===== config.mk =====
export PLATFORM = sky130hd
export DESIGN_NAME = mnca_queue
export DESIGN_NICKNAME = d
export VERILOG_FILES = /design/src/hdl/mnca_pkg.sv /design/src/hdl/mnca_queue.sv
export SDC_FILE = /design/constraint.sdc
export NUM_CORES = 1
export LEC_CHECK = 0
export BUFFER_PORTS_ARGS = -buffer_cell sky130_fd_sc_hd__buf_2
export CAP_MARGIN = 20
export CORE_AREA = 2 2 100 102
export DETAILED_ROUTE_END_ITERATION = 7
export DIE_AREA = 0 0 102 104
export GPL_TIMING_DRIVEN = 0
export PLACE_DENSITY_LB_ADDON = 0.2
export SYNTH_ARGS = -nofsm -noshare
export SYNTH_HDL_FRONTEND = slang
export SYNTH_SLANG_ARGS = --single-unit

===== constraint.sdc =====
create_clock -name clk -period 3.5 [get_ports clk]
set_input_delay 0.35 -clock clk [delete_from_list [all_inputs] [get_ports clk]]
set_output_delay 0.35 -clock clk [all_outputs]
set_load 0.1 [all_outputs]

===== src/hdl/mnca_pkg.sv =====
// Shared types, constants and helper functions of the chunk allocator.
package mnca_pkg;

  localparam int MAX_NODES   = 8;
  localparam int NODE_CHUNKS = 1024;
  localparam int MAX_REQ     = 64;
  localparam int NODE_W      = 3;
  localparam int IDX_W       = 10;
  localparam int CNT_W       = 11;
  localparam int TALLY_W     = 7;
  localparam int NCH_W       = 14;
  localparam int RAM_AW      = NODE_W + IDX_W;
  localparam int RAM_DEPTH   = MAX_NODES * NODE_CHUNKS;
  localparam int QUEUE_AW    = 1;
  localparam int QUEUE_DEPTH = 1 << QUEUE_AW;

  localparam logic       CMD_ALLOC  = 1'b0;
  localparam logic       CMD_FREE   = 1'b1;
  localparam logic [1:0] POL_PREF   = 2'd0;
  localparam logic [1:0] POL_LEAST  = 2'd1;
  localparam logic [1:0] POL_BAL    = 2'd2;
  localparam logic [1:0] POL_NONE   = 2'd3;

  localparam logic [1:0] CFG_NODE_COUNT = 2'd0;
  localparam logic [1:0] CFG_CHUNKS     = 2'd1;
  localparam logic [1:0] CFG_CHUNK_LOG  = 2'd2;

  typedef enum logic [2:0] {
    ST_OK        = 3'd0,
    ST_INVALID   = 3'd1,
    ST_NOMEM     = 3'd2,
    ST_TOOMANY   = 3'd3,
    ST_UNDERFLOW = 3'd4
  } status_t;

  typedef enum logic [2:0] {
    S_IDLE, S_FREE, S_SUM, S_PICK, S_CHUNK, S_OUT
  } state_t;

  // Effective configuration as the datapath uses it.
  typedef struct packed {
    logic [3:0]       nodes;
    logic [CNT_W-1:0] cap;
    logic [4:0]       chunk_shift;
  } cfg_t;

  // One classified command as it travels from front to back.
  typedef struct packed {
    logic              is_free;
    logic              bad;
    logic [1:0]        policy;
    logic [NODE_W-1:0] first;
    logic [CNT_W-1:0]  th;
    logic [CNT_W-1:0]  clen;
    logic [NODE_W-1:0] fnode;
    logic [IDX_W-1:0]  fchunk;
    logic [NCH_W-1:0]  nch;
    logic              nch_big;
  } entry_t;

  function automatic logic [3:0] eff_nodes(input logic [3:0] raw);
    logic [3:0] r;
    if (raw == 4'd0) r = 4'd1;
    else if (raw > 4'(MAX_NODES)) r = 4'(MAX_NODES);
    else r = raw;
    return r;
  endfunction

  function automatic logic [CNT_W-1:0] eff_cap(input logic [CNT_W-1:0] raw);
    return (raw > CNT_W'(NODE_CHUNKS)) ? CNT_W'(NODE_CHUNKS) : raw;
  endfunction

endpackage


===== src/hdl/mnca_queue.sv =====
// Short queue of classified commands between front and back.
module mnca_queue (
  input  logic             clk,
  input  logic             rst,
  input  logic             push,
  input  mnca_pkg::entry_t din,
  output logic             full,
  input  logic             pop,
  output mnca_pkg::entry_t dout,
  output logic             empty
);
  mnca_pkg::entry_t                 slots [mnca_pkg::QUEUE_DEPTH];
  logic [mnca_pkg::QUEUE_AW-1:0]    wr_ptr;
  logic [mnca_pkg::QUEUE_AW-1:0]    rd_ptr;
  logic [mnca_pkg::QUEUE_AW:0]      count;

  assign full  = (count == (mnca_pkg::QUEUE_AW+1)'(mnca_pkg::QUEUE_DEPTH));
  assign empty = (count == '0);
  assign dout  = slots[rd_ptr];

  always_ff @(posedge clk) begin
    if (rst) begin
      wr_ptr <= '0;
      rd_ptr <= '0;
      count  <= '0;
    end else begin
      if (push) wr_ptr <= wr_ptr + 1'b1;
      if (pop) rd_ptr <= rd_ptr + 1'b1;
      if (push && !pop) count <= count + 1'b1;
      else if (pop && !push) count <= count - 1'b1;
    end
    if (push) slots[wr_ptr] <= din;
  end
endmodule


* After elaboration in Yosys (flattened, before gate mapping)
Memories as Yosys holds them, arrays and structs flattened. A register that Yosys moved wholly into a read port is not among the register bits.
Cells that the tools add are included.
** Storage, ports and cells
- Memories :: 1
- Logic and storage cells :: 21
- Flip-flop bits (word level) :: 4
- Memory bits (writable) :: 114
- Input port bits :: 61
- Output and inout bits :: 59
** Memories
- slots :: depth 2, bits a word 57, read ports 1, clocked after memory_dff 1, write ports 1, line mnca_queue.sv:12 : mnca_pkg::entry_t slots [mnca_pkg::QUEUE_DEPTH];
** Cells by class
- Muxes and demuxes :: 6
- Equal/unequal tests :: 1
- $add $sub $neg :: 4
- Reduce and logical (&&, ||, !) cells :: 6
** Operators by type and width (count)
- 1-bit two-way mux :: 4
- 2-bit two-way mux :: 2
- 1-bit adder (second input constant) :: 2
- 2-bit by 1-bit adder with 2-bit output (second input constant) :: 1
- 2-bit equality test (second input constant) :: 1
- 1-bit logical AND :: 2
- 1-bit zero test :: 2
- 2-bit zero test :: 1
- 2-bit nonzero test :: 1
- 2-bit by 1-bit subtractor with 2-bit output (second input constant) :: 1

* Longest topological paths before layout
- Depth after elaboration :: 4
- Mapped depth :: 5
- Depth with buffers taken out :: 5

* Least setup slack after synthesis
Ideal clock, no wire load.
- Path type :: register -> register
- From :: reg wr_ptr
- To :: mem slots[0][0] (netlist bit), enable pin
- Path buffers :: 0
- Period minus slack after synthesis :: 3.345 ns
- Library setup time :: 0.479 ns
- Data required time :: 3.021 ns
- Arrival :: 2.866 ns
- Setup slack :: 0.155 ns
- Stages on the path, launching flop included :: 2
- Path through :: dfxtp_1 nor2b_1
** RTL lines
- from (decl) :: line mnca_queue.sv:13 : logic [mnca_pkg::QUEUE_AW-1:0] wr_ptr;
- from (signal assigned) :: line mnca_queue.sv:27 : if (push) wr_ptr <= wr_ptr + 1'b1;
- to (decl) :: line mnca_queue.sv:12
No word-level cell before the write port.

==> reports/qor.yml <==
detailed_routing:
  ant_nets: 0
  wl_per_cell_um: 15.5
  drt_iter0_markers: 80
  route.detailed.drc: 0
  routed_via_density: 4.65
  vias: 2248
  dr.pass1.iters: 4
  drt_wl_total_um: 7500
clock_network:
  h-tree-depth: 4
  cts.sinks: 119
  cts_buffers: 17
  clockBufferDepth: 2
  post_cts_buffers: 0
  cts_tree: "done"
  hold_buffers: 0
  cts-resized-gates: 0
  clockRootBuffer: "clkbuf_8"
  insertion_delay_ns: 0.50
  clk_pin_slew_ns: 0.06
die:
  die_h_um: 104
  start_util_pct: 45.3
  die-area_mm2: 0.0106
  placementRows: 36
  design.portCount: 120
  die_x_um: 102
  core-area_mm2: 0.00955
setup_path:
  worstPathMaxFanout: 10
  max_stage_delay_ns: 0.34
  cp.required_ns: 3.15
  worstPathCellList: "buf_4, buf_6, mux2_2, buf_2"
  crit_arrival_ns: 1.86
  cp_top_family: "buffers and inverters"
  startpoint_type: "flip-flop"
  critPathSlowestCell: "dfxtp_1"
  critPathBufInv: 3
  endpoint_kind: "primary output"
  crit_type: "reg -> out"
  r2r_start: "wr_ptr$_SDFFE_PP0P_"
sta:
  rsz0062_at_grt: "no"
  worst_slack_ns: 1.29
  fmax_mhz: 453
  tightest_slew_ns: 0.884
  hold_viol_final: 0
  slew_violations: 0
  setup_viol: 0
  finalCriticalPeriod_ns: 2.21
  period_share_pct: 63.1
  slew_headroom_pct: 40.9
  skew_ns: 0.00494
synthesis:
  synth_fa_ha_area_share_pct: 0.289
  yosysWarnings: 0
  synth_area_per_cell_um2: 21.7
  synth_xor_area_share_pct: 0.810
  ys_types: 17
  synth_top_family_by_area: "multiplexers"
  synth_seq_area_share_pct: 81.5
  synth_mux_area_share_pct: 14.8
  synth_area_leader_cell: "edfxtp_1"
  synthSimpleGateAreaFrac_pct: 1.07
  synth_compound_area_share_pct: 0.231
  yosys.area.top_type_share_pct: 79.2
  synthCells: 199
  synth-seq-cells: 119
  syn-cell-area_mm2: 0.00432
  netlist_top_cells_area: "edfxtp_1, mux2_2, dfxtp_1, buf_6, nor2_1"
  synth_nets: 261
finish:
  n_antenna_cell: 0
  final_common_cell: "buf_2"
  nFillCells: 754
  final_net_count: 400
  most-common-layout-cells: "buf_2, edfxtp_1, mux2_2"
  final_cell_area_mm2: 0.00571
  area_growth_pct: 32.1
  layout-drive-gt1-share_pct: 61.4
global_routing:
  grt-ovfl-total: 0
  grt_usage_pct: 14.7
  grt_antenna_before_repair: 0
  grt_max_degree: 58
  grt_pass1_wl_um: 11600
  first_global_vias: 2363
min_path:
  hold_start: "din[54]"
  hold_class: "in -> reg"
flow_run:
  cap_viol_max_count: 0
place:
  gp_congestion: 0.682
  place_area_mm2: 0.00512
  dpl.hpwl_um: 4640
  io_buffers: 119
  pre_cts_ws_ns: 1.61
power_and_ir_drop:
  p_leak_nw: 2.18
  vdd_ir_drop_max_uv: 410
  power_density_mw_per_mm2: 751
outcome:
  outcome: "finished clean"
==> cell usage after synthesis <==
| master | count |
|---|---|
| o21ai_0 | 1 |
| and2b_2 | 1 |
| a21oi_1 | 1 |
| xor2_1 | 2 |
| dfxtp_1 | 5 |
| buf_6 | 3 |
| buf_4 | 1 |
| edfxtp_1 | 114 |
| xnor2_1 | 2 |
| mux2_2 | 57 |
| or3_1 | 1 |
| ha_1 | 1 |
| inv_1 | 1 |
| nor2b_1 | 1 |
| and2_1 | 1 |
| buf_2 | 2 |
| nor2_1 | 5 |
==> state kept, by name (all words and copies together) (netlist names), named ones only <==
name and flops:
slots 114, count 2, rd_ptr 1, wr_ptr 1
==> power by group <==
group	switching, W	total, W	internal, W
Combinational	0.000707	0.000876	0.000169
Clock	0.000583	0.00173	0.00115
Sequential	0.0000214	0.00168	0.00166
Total	0.00131	0.00429	0.00298
==> kinds of logic after synthesis <==
kind of cell    after synthesis
compound gates                2
flops                       119
xor+xnor                      4
buf+inv                       7
mux                          57
simple gates                  9
fa+ha+maj                     1
==> final timing paths <==
path | endpoint | slack (ns) | cells past startpoint
worst min register to register | count[1]$_SDFFE_PP0P_ | 0.51 | 2
worst min-delay path | slots[1][54]$_DFFE_PP_ | 0.04 | 1
worst max register to register | slots[0][7]$_DFFE_PP_ | 1.83 | 2
worst max-delay path | dout[9] | 1.29 | 4
==> area by class of cell <==
cell class	instances	area, um^2	area share (%)
Buffer	6	51.3	0.898
Clock buffer	18	418	7.31
Clock inverter	13	180	3.15
Inverter	1	3.75	0.0657
Multi-Input combinational cell	73	756	13.2
Sequential cell	119	3520	61.7
Tap cell	133	166	2.91
Timing Repair Buffer	120	616	10.8
==> metrics by stage <==
stage          total power (W)  setup TNS, ns  util (%)  cells  hold WS, ns
2_1_floorplan          0.00244              0         -    199        0.419
3_3_place_gp           0.00259         -85.71      53.3    451        0.486
3_5_place_dp           0.00259              0      53.6    452        0.505
4_1_cts                0.00433              0      59.8    483       0.0141
5_1_grt                0.00443              0      59.8    483      0.00990
6_report               0.00429              0      59.8    483       0.0393
==> routing by layer <==
metal	wire [um]	GRT usage (%)	part of all wire [%]	vias up
li1	-	-	-	1060
met1	3080	16.8	41	1102
met2	3840	24.4	51	76
met3	445	5.51	5.9	10
met4	128	6.29	1.7	0
met5	0	0	0	-
Power figures use the tool's default switching activity.
