==> src/hdl/mnca_pkg.sv <==
// Shared types, constants and helper functions of the chunk allocator.
package mnca_pkg;

  localparam int MAX_NODES   = 8;
  localparam int NODE_CHUNKS = 1024;
  localparam int MAX_REQ     = 64;
  localparam int NODE_W      = 3;
  localparam int IDX_W       = 10;
  localparam int CNT_W       = 11;
  localparam int TALLY_W     = 7;
  localparam int NCH_W       = 14;
  localparam int RAM_AW      = NODE_W + IDX_W;
  localparam int RAM_DEPTH   = MAX_NODES * NODE_CHUNKS;
  localparam int QUEUE_AW    = 1;
  localparam int QUEUE_DEPTH = 1 << QUEUE_AW;

  localparam logic       CMD_ALLOC  = 1'b0;
  localparam logic       CMD_FREE   = 1'b1;
  localparam logic [1:0] POL_PREF   = 2'd0;
  localparam logic [1:0] POL_LEAST  = 2'd1;
  localparam logic [1:0] POL_BAL    = 2'd2;
  localparam logic [1:0] POL_NONE   = 2'd3;

  localparam logic [1:0] CFG_NODE_COUNT = 2'd0;
  localparam logic [1:0] CFG_CHUNKS     = 2'd1;
  localparam logic [1:0] CFG_CHUNK_LOG  = 2'd2;

  typedef enum logic [2:0] {
    ST_OK        = 3'd0,
    ST_INVALID   = 3'd1,
    ST_NOMEM     = 3'd2,
    ST_TOOMANY   = 3'd3,
    ST_UNDERFLOW = 3'd4
  } status_t;

  typedef enum logic [2:0] {
    S_IDLE, S_FREE, S_SUM, S_PICK, S_CHUNK, S_OUT
  } state_t;

  // Effective configuration as the datapath uses it.
  typedef struct packed {
    logic [3:0]       nodes;
    logic [CNT_W-1:0] cap;
    logic [4:0]       chunk_shift;
  } cfg_t;

  // One classified command as it travels from front to back.
  typedef struct packed {
    logic              is_free;
    logic              bad;
    logic [1:0]        policy;
    logic [NODE_W-1:0] first;
    logic [CNT_W-1:0]  th;
    logic [CNT_W-1:0]  clen;
    logic [NODE_W-1:0] fnode;
    logic [IDX_W-1:0]  fchunk;
    logic [NCH_W-1:0]  nch;
    logic              nch_big;
  } entry_t;

  function automatic logic [3:0] eff_nodes(input logic [3:0] raw);
    logic [3:0] r;
    if (raw == 4'd0) r = 4'd1;
    else if (raw > 4'(MAX_NODES)) r = 4'(MAX_NODES);
    else r = raw;
    return r;
  endfunction

  function automatic logic [CNT_W-1:0] eff_cap(input logic [CNT_W-1:0] raw);
    return (raw > CNT_W'(NODE_CHUNKS)) ? CNT_W'(NODE_CHUNKS) : raw;
  endfunction

endpackage

==> src/hdl/mnca_req_if.sv <==
// Request channel: allocate and free commands.
interface mnca_req_if;
  logic        valid;
  logic        ready;
  logic        cmd;
  logic [1:0]  policy;
  logic [47:0] request_bytes;
  logic [2:0]  first_node;
  logic [10:0] load_threshold;
  logic [10:0] cluster_length;
  logic [2:0]  free_node;
  logic [9:0]  free_chunk;

  modport source (output valid, cmd, policy, request_bytes, first_node, load_threshold,
                  cluster_length, free_node, free_chunk, input ready);
  modport sink (input valid, cmd, policy, request_bytes, first_node, load_threshold,
                cluster_length, free_node, free_chunk, output ready);
endinterface

==> src/hdl/mnca_front.sv <==
// Front end: accepts commands, sizes requests in chunks and checks arguments.
module mnca_front (
  mnca_req_if.sink         req,
  input  mnca_pkg::cfg_t   cfg,
  input  logic             full,
  output logic             push,
  output mnca_pkg::entry_t entry
);
  logic [48:0] round_mask;
  logic [48:0] sum;
  logic [48:0] shifted;
  logic        invalid;

  assign round_mask = (49'd1 << cfg.chunk_shift) - 49'd1;
  assign sum        = {1'b0, req.request_bytes} + round_mask;
  assign shifted    = sum >> cfg.chunk_shift;

  always_comb begin
    invalid = (req.policy == mnca_pkg::POL_NONE) || (req.request_bytes == 48'd0) ||
              ((req.policy == mnca_pkg::POL_PREF) && ({1'b0, req.first_node} >= cfg.nodes)) ||
              ((req.policy != mnca_pkg::POL_PREF) && (req.load_threshold > cfg.cap)) ||
              ((req.policy == mnca_pkg::POL_BAL) && (req.cluster_length == 11'd0));
    entry.is_free = (req.cmd == mnca_pkg::CMD_FREE);
    entry.bad     = entry.is_free ? ({1'b0, req.free_node} >= cfg.nodes) : invalid;
    entry.policy  = req.policy;
    entry.first   = req.first_node;
    entry.th      = req.load_threshold;
    entry.clen    = req.cluster_length;
    entry.fnode   = req.free_node;
    entry.fchunk  = req.free_chunk;
    entry.nch     = shifted[mnca_pkg::NCH_W-1:0];
    entry.nch_big = |shifted[48:mnca_pkg::NCH_W];
  end

  assign req.ready = !full;
  assign push      = req.valid && !full;
endmodule

==> src/flat_wrapper.sv <==
// flat-port wrapper written by rule: the top's interface ports become plain ports
module mnca_front_flat 
  (cfg, full, push, entry, req_valid, req_cmd, req_policy, req_request_bytes, req_first_node, req_load_threshold, req_cluster_length, req_free_node, req_free_chunk, req_ready);
  mnca_req_if req_i ();
  input  mnca_pkg::cfg_t cfg;
  input  logic full;
  output logic push;
  output mnca_pkg::entry_t entry;
  input wire logic [$bits(req_i.valid)-1:0] req_valid;
  input wire logic [$bits(req_i.cmd)-1:0] req_cmd;
  input wire logic [$bits(req_i.policy)-1:0] req_policy;
  input wire logic [$bits(req_i.request_bytes)-1:0] req_request_bytes;
  input wire logic [$bits(req_i.first_node)-1:0] req_first_node;
  input wire logic [$bits(req_i.load_threshold)-1:0] req_load_threshold;
  input wire logic [$bits(req_i.cluster_length)-1:0] req_cluster_length;
  input wire logic [$bits(req_i.free_node)-1:0] req_free_node;
  input wire logic [$bits(req_i.free_chunk)-1:0] req_free_chunk;
  output wire logic [$bits(req_i.ready)-1:0] req_ready;
  assign req_i.valid = req_valid;
  assign req_i.cmd = req_cmd;
  assign req_i.policy = req_policy;
  assign req_i.request_bytes = req_request_bytes;
  assign req_i.first_node = req_first_node;
  assign req_i.load_threshold = req_load_threshold;
  assign req_i.cluster_length = req_cluster_length;
  assign req_i.free_node = req_free_node;
  assign req_i.free_chunk = req_free_chunk;
  assign req_ready = req_i.ready;
  mnca_front u_core (.req(req_i), .cfg(cfg), .full(full), .push(push), .entry(entry));
endmodule
==> config.mk <==
export PLATFORM = sky130hd
export DESIGN_NAME = mnca_front_flat
export DESIGN_NICKNAME = d
export VERILOG_FILES = /design/src/hdl/mnca_pkg.sv /design/src/hdl/mnca_req_if.sv /design/src/hdl/mnca_front.sv /design/src/flat_wrapper.sv
export SDC_FILE = /design/constraint.sdc
export NUM_CORES = 1
export LEC_CHECK = 0
export ABC_CLOCK_PERIOD_IN_PS = 15900
export BUFFER_PORTS_ARGS = -buffer_cell sky130_fd_sc_hd__buf_2
export CORE_MARGIN = 2
export CORE_UTILIZATION = 45
export DETAILED_ROUTE_END_ITERATION = 10
export GPL_ROUTABILITY_DRIVEN = 0
export PLACE_DENSITY = 0.74
export SLEW_MARGIN = 10
export SYNTH_ARGS = -nofsm -noshare
export SYNTH_HDL_FRONTEND = slang
export SYNTH_SLANG_ARGS = --single-unit
==> constraint.sdc <==
create_clock -name vclk -period 15.9
set_clock_uncertainty 0.05 [all_clocks]
set_input_delay 3.975 -clock vclk [all_inputs]
set_output_delay 3.975 -clock vclk [all_outputs]
set_load 0.01 [all_outputs]
# Word-level counts from Yosys, hierarchy flattened
# Cells that the tools add are included.
# word_totals
regBits	0
elab_cells	24
inputBits	111
out_inout_bits	59
# classes
n_eq_ne	2
shifts	2
n_addsub	2
reduce_logical	14
magnitude_cmp	3
muxes	1
# op_table
op	n
$add 48x49->49	1
$shl 1x5->49 const A	1
$shr 49x5->49	1
$sub 49x1->49 const B	1
$logic_not 48->1	1
$reduce_or 35->1	1
$gt 11x11->1	1
$logic_not 11->1	1
$ge 3x4->1	2
$eq 2x2->1 const B	2
$logic_and 1x1->1	4
$logic_or 1x1->1	4
$logic_not 2->1	1
$reduce_bool 2->1	1
$logic_not 1->1	1
$mux 1	1

# Logic depth before layout (Yosys ltp)
# logic_depth
ltp_word	6
mapped_depth	23
depth_no_buf	21

# Least setup slack after synthesis
# No wires, ideal clock.
# synth_path
path_kind	input to output
startpoint	input cfg[0] (netlist bit)
endpoint	output entry[0] (netlist bit)
t_arrival_ns	8.930
required_ns	11.875
stages	23
setup_slack_ns	2.945
path_cell_list	buf_2 > inv_1 > clkbuf_1 > nor2_1 > clkbuf_1 > nand2_1 > ha_1 > inv_1 > ha_1 > fa_1 > a211oi_2 > o21a_2 > nor4b_2 > or3_4 > xor2_1 > and2_1 > a211oi_1 > a21oi_1 > mux4_2 > a211o_1 > or4_4 > a2111oi_2 > a31oi_1
# synth_rtl
item	line	text
start, declared	flat_wrapper.sv:5	input mnca_pkg::cfg_t cfg;
end, declared	flat_wrapper.sv:8	output mnca_pkg::entry_t entry;

==> flow_summary.json <==
{
  "fin_area_um2": 8666,
  "status": "finished, final reports clean",
  "synth-xor-area-share_pct": 4.178,
  "critPathArrivalTime_ns": 10.30,
  "synthSimpleGateAreaFrac_pct": 25.32,
  "cts_hold_buf": 0,
  "drive_gt1_share_pct": 17.57,
  "antenna_left": 0,
  "p_int_mw": 0.1648,
  "dr.pass1.iters": 7,
  "area_growth_pct": 6.784,
  "synth_top_family_by_area": "compound AO/OA/AOI/OAI gates",
  "flops_and_latches": 0,
  "post_cts_buffers": 0,
  "pwr-share-clk_pct": 0,
  "final.setup.tns_ns": 0,
  "critical_path.max_fanout": 44,
  "period_needed_ns": 14.33,
  "max-slew-margin-rel_pct": 36.42,
  "grt_pass1_wl_um": 44440,
  "synth_top_area_share_pct": 16.03,
  "p_total_mw": 0.4367,
  "placed_area_um2": 8666,
  "dp_slack_ns": 1.779,
  "path_class": "input port to primary output",
  "max_clock_freq_mhz": 69.80,
  "max_stage_delay_ns": 0.61,
  "drv_slew": 0,
  "holdPathStages": 0,
  "die_w_um": 138.3,
  "hold_path.class": "input port to primary output",
  "die_h_um": 138.3,
  "worstPathCellList": "buf_2, inv_1, buf_4, nand2_1, nor2_1, nand2_1, ha_1, inv_1, ha_1, fa_1, a211oi_2, o21a_2, nor4b_2, o311ai_2, a21oi_1, nor3b_1, a21oi_1, a222oi_1, mux2i_1, a221oi_1, or4b_2, nor3_1, a31oi_1, buf_2",
  "power_density_nw_per_um2": 50.39,
  "pwr-share-comb_pct": 100.0,
  "cp-end-kind": "primary output",
  "nets": 1504,
  "boundaryPins": 170,
  "num_antenna_cells": 0,
  "antenna_found_initial": 0,
  "rows": 49,
  "p_sw_mw": 0.2719,
  "avgSynthCellArea_um2": 6.619,
  "grt_overflow_total": 0,
  "grt_max_degree": 48,
  "setup_viol": 0,
  "irDropWorstVdd_v": 0.00002194,
  "grt_util_all_layers_pct": 27.16,
  "layout_common_cells": "150 x buf_2, 148 x inv_1, 119 x nand2_1",
  "synth_compound_area_share_pct": 30.57,
  "syn_area_um2": 8115,
  "portBuffers": 150,
  "cp_slowest_cell": "or4b_2",
  "cp_top_family": "compound AO/OA/AOI/OAI gates",
  "fin_crit_sh_pct": 90.11,
  "drc": 0,
  "fin_ws_ns": 1.573,
  "vias_per_cell": 6.310,
  "synthMuxAreaShare_pct": 9.559,
  "ys_warn_count": 0,
  "grt_pass1_vias": 8895,
  "p_leak_nw": 4.132,
  "nFillCells": 1847,
  "start_util_pct": 45.49,
  "final_common_cell": "buf_2",
  "vias": 9559,
  "yosysTopAreaCell": "ha_1",
  "cap_violations": 0,
  "startpoint_type": "input port",
  "ys_seq_area_share_pct": 0,
  "detail_route.iter0.violations": 1156,
  "synth_cell_types": 97,
  "dieArea_um2": 19120,
  "p_sw_share_pct": 62.26,
  "drt_wl_total_um": 27400,
  "tightest_slew_ns": 0.9472,
  "final-seq-area_um2": 0,
  "clock_buffers": 0,
  "hold_viol": 0,
  "seqPwrFrac_pct": 0,
  "crit_cells": 24,
  "ys_top_cells_by_area": "ha_1 16%, inv_1 6.8%, mux2i_1 5.7%",
  "synth_fa_ha_area_share_pct": 16.28,
  "syn_inst": 1226,
  "wire_per_inst_um": 18.09,
  "critical_path_buf_inv_count": 5,
  "coreArea_um2": 17840,
  "multi_input_area_um2": 6972,
  "rsz0062_at_grt": "no",
  "cts_resized": 0,
  "required_ns": 11.88,
  "dp_hpwl_um": 22450,
  "syn_nets": 1442
}
==> cell families after synthesis <==
| family | after synthesis |
|---|---|
| AND/OR/NAND/NOR | 407 |
| AO/OA/AOI/OAI | 357 |
| buffers and inverters | 252 |
| adder cells (fa/ha/maj) | 105 |
| multiplexers | 68 |
| XOR/XNOR | 37 |
==> layout make-up <==
type	count	share of cell area, %
inverters	149	6.454
repair buffers	163	9.789
multi-input cells	974	80.45
well taps	229	3.306
==> metrics by stage <==
step | util, % | instances | hold WS, ns
finish | 48.57 | 1515 | 7.900
global route | 48.57 | 1515 | 7.900
CTS | 48.57 | 1515 | 7.900
detailed placement | 48.57 | 1515 | 7.900
global placement | 48.57 | 1515 | 7.900
floorplan | - | 1226 | 7.944
==> layer usage <==
| layer | part of all wire [%] | wire [um] | vias to the layer above | global-route usage [%] |
|---|---|---|---|---|
| met5 | 0 | 0 | - | 0 |
| met4 | 5.2 | 1433 | 0 | 11.01 |
| met3 | 9.8 | 2699 | 129 | 4.157 |
| met2 | 44 | 12170 | 602 | 45.28 |
| met1 | 41 | 11100 | 4258 | 35.10 |
| li1 | - | - | 4570 | - |
==> power by group through the flow <==
| stage | sequential (mW) | combinational (mW) | clock (mW) |
|---|---|---|---|
| floorplan | 0 | 0.316 | 0 |
| global placement | 0 | 0.418 | 0 |
| detailed placement | 0 | 0.421 | 0 |
| CTS | 0 | 0.424 | 0 |
| global route | 0 | 0.472 | 0 |
| finish | 0 | 0.437 | 0 |
==> final timing paths <==
kind	startpoint	endpoint	slack (ns)
max	cfg[3]	entry[0]	1.57
min	req_free_chunk[0]	entry[15]	7.90
==> synth_stat cells, types with 20 or more instances <==
cell type and count:
buf_4 47, nor3_1 30, a211oi_1 30, mux2i_1 46, clkbuf_1 35, o21ai_0 54, nand3_1 35, inv_1 148
a21o_1 23, ha_1 104, nor4_1 20, nand4_1 27, nand2_1 119, nor2_1 92, a21oi_1 89
Power figures use the tool's default switching activity.
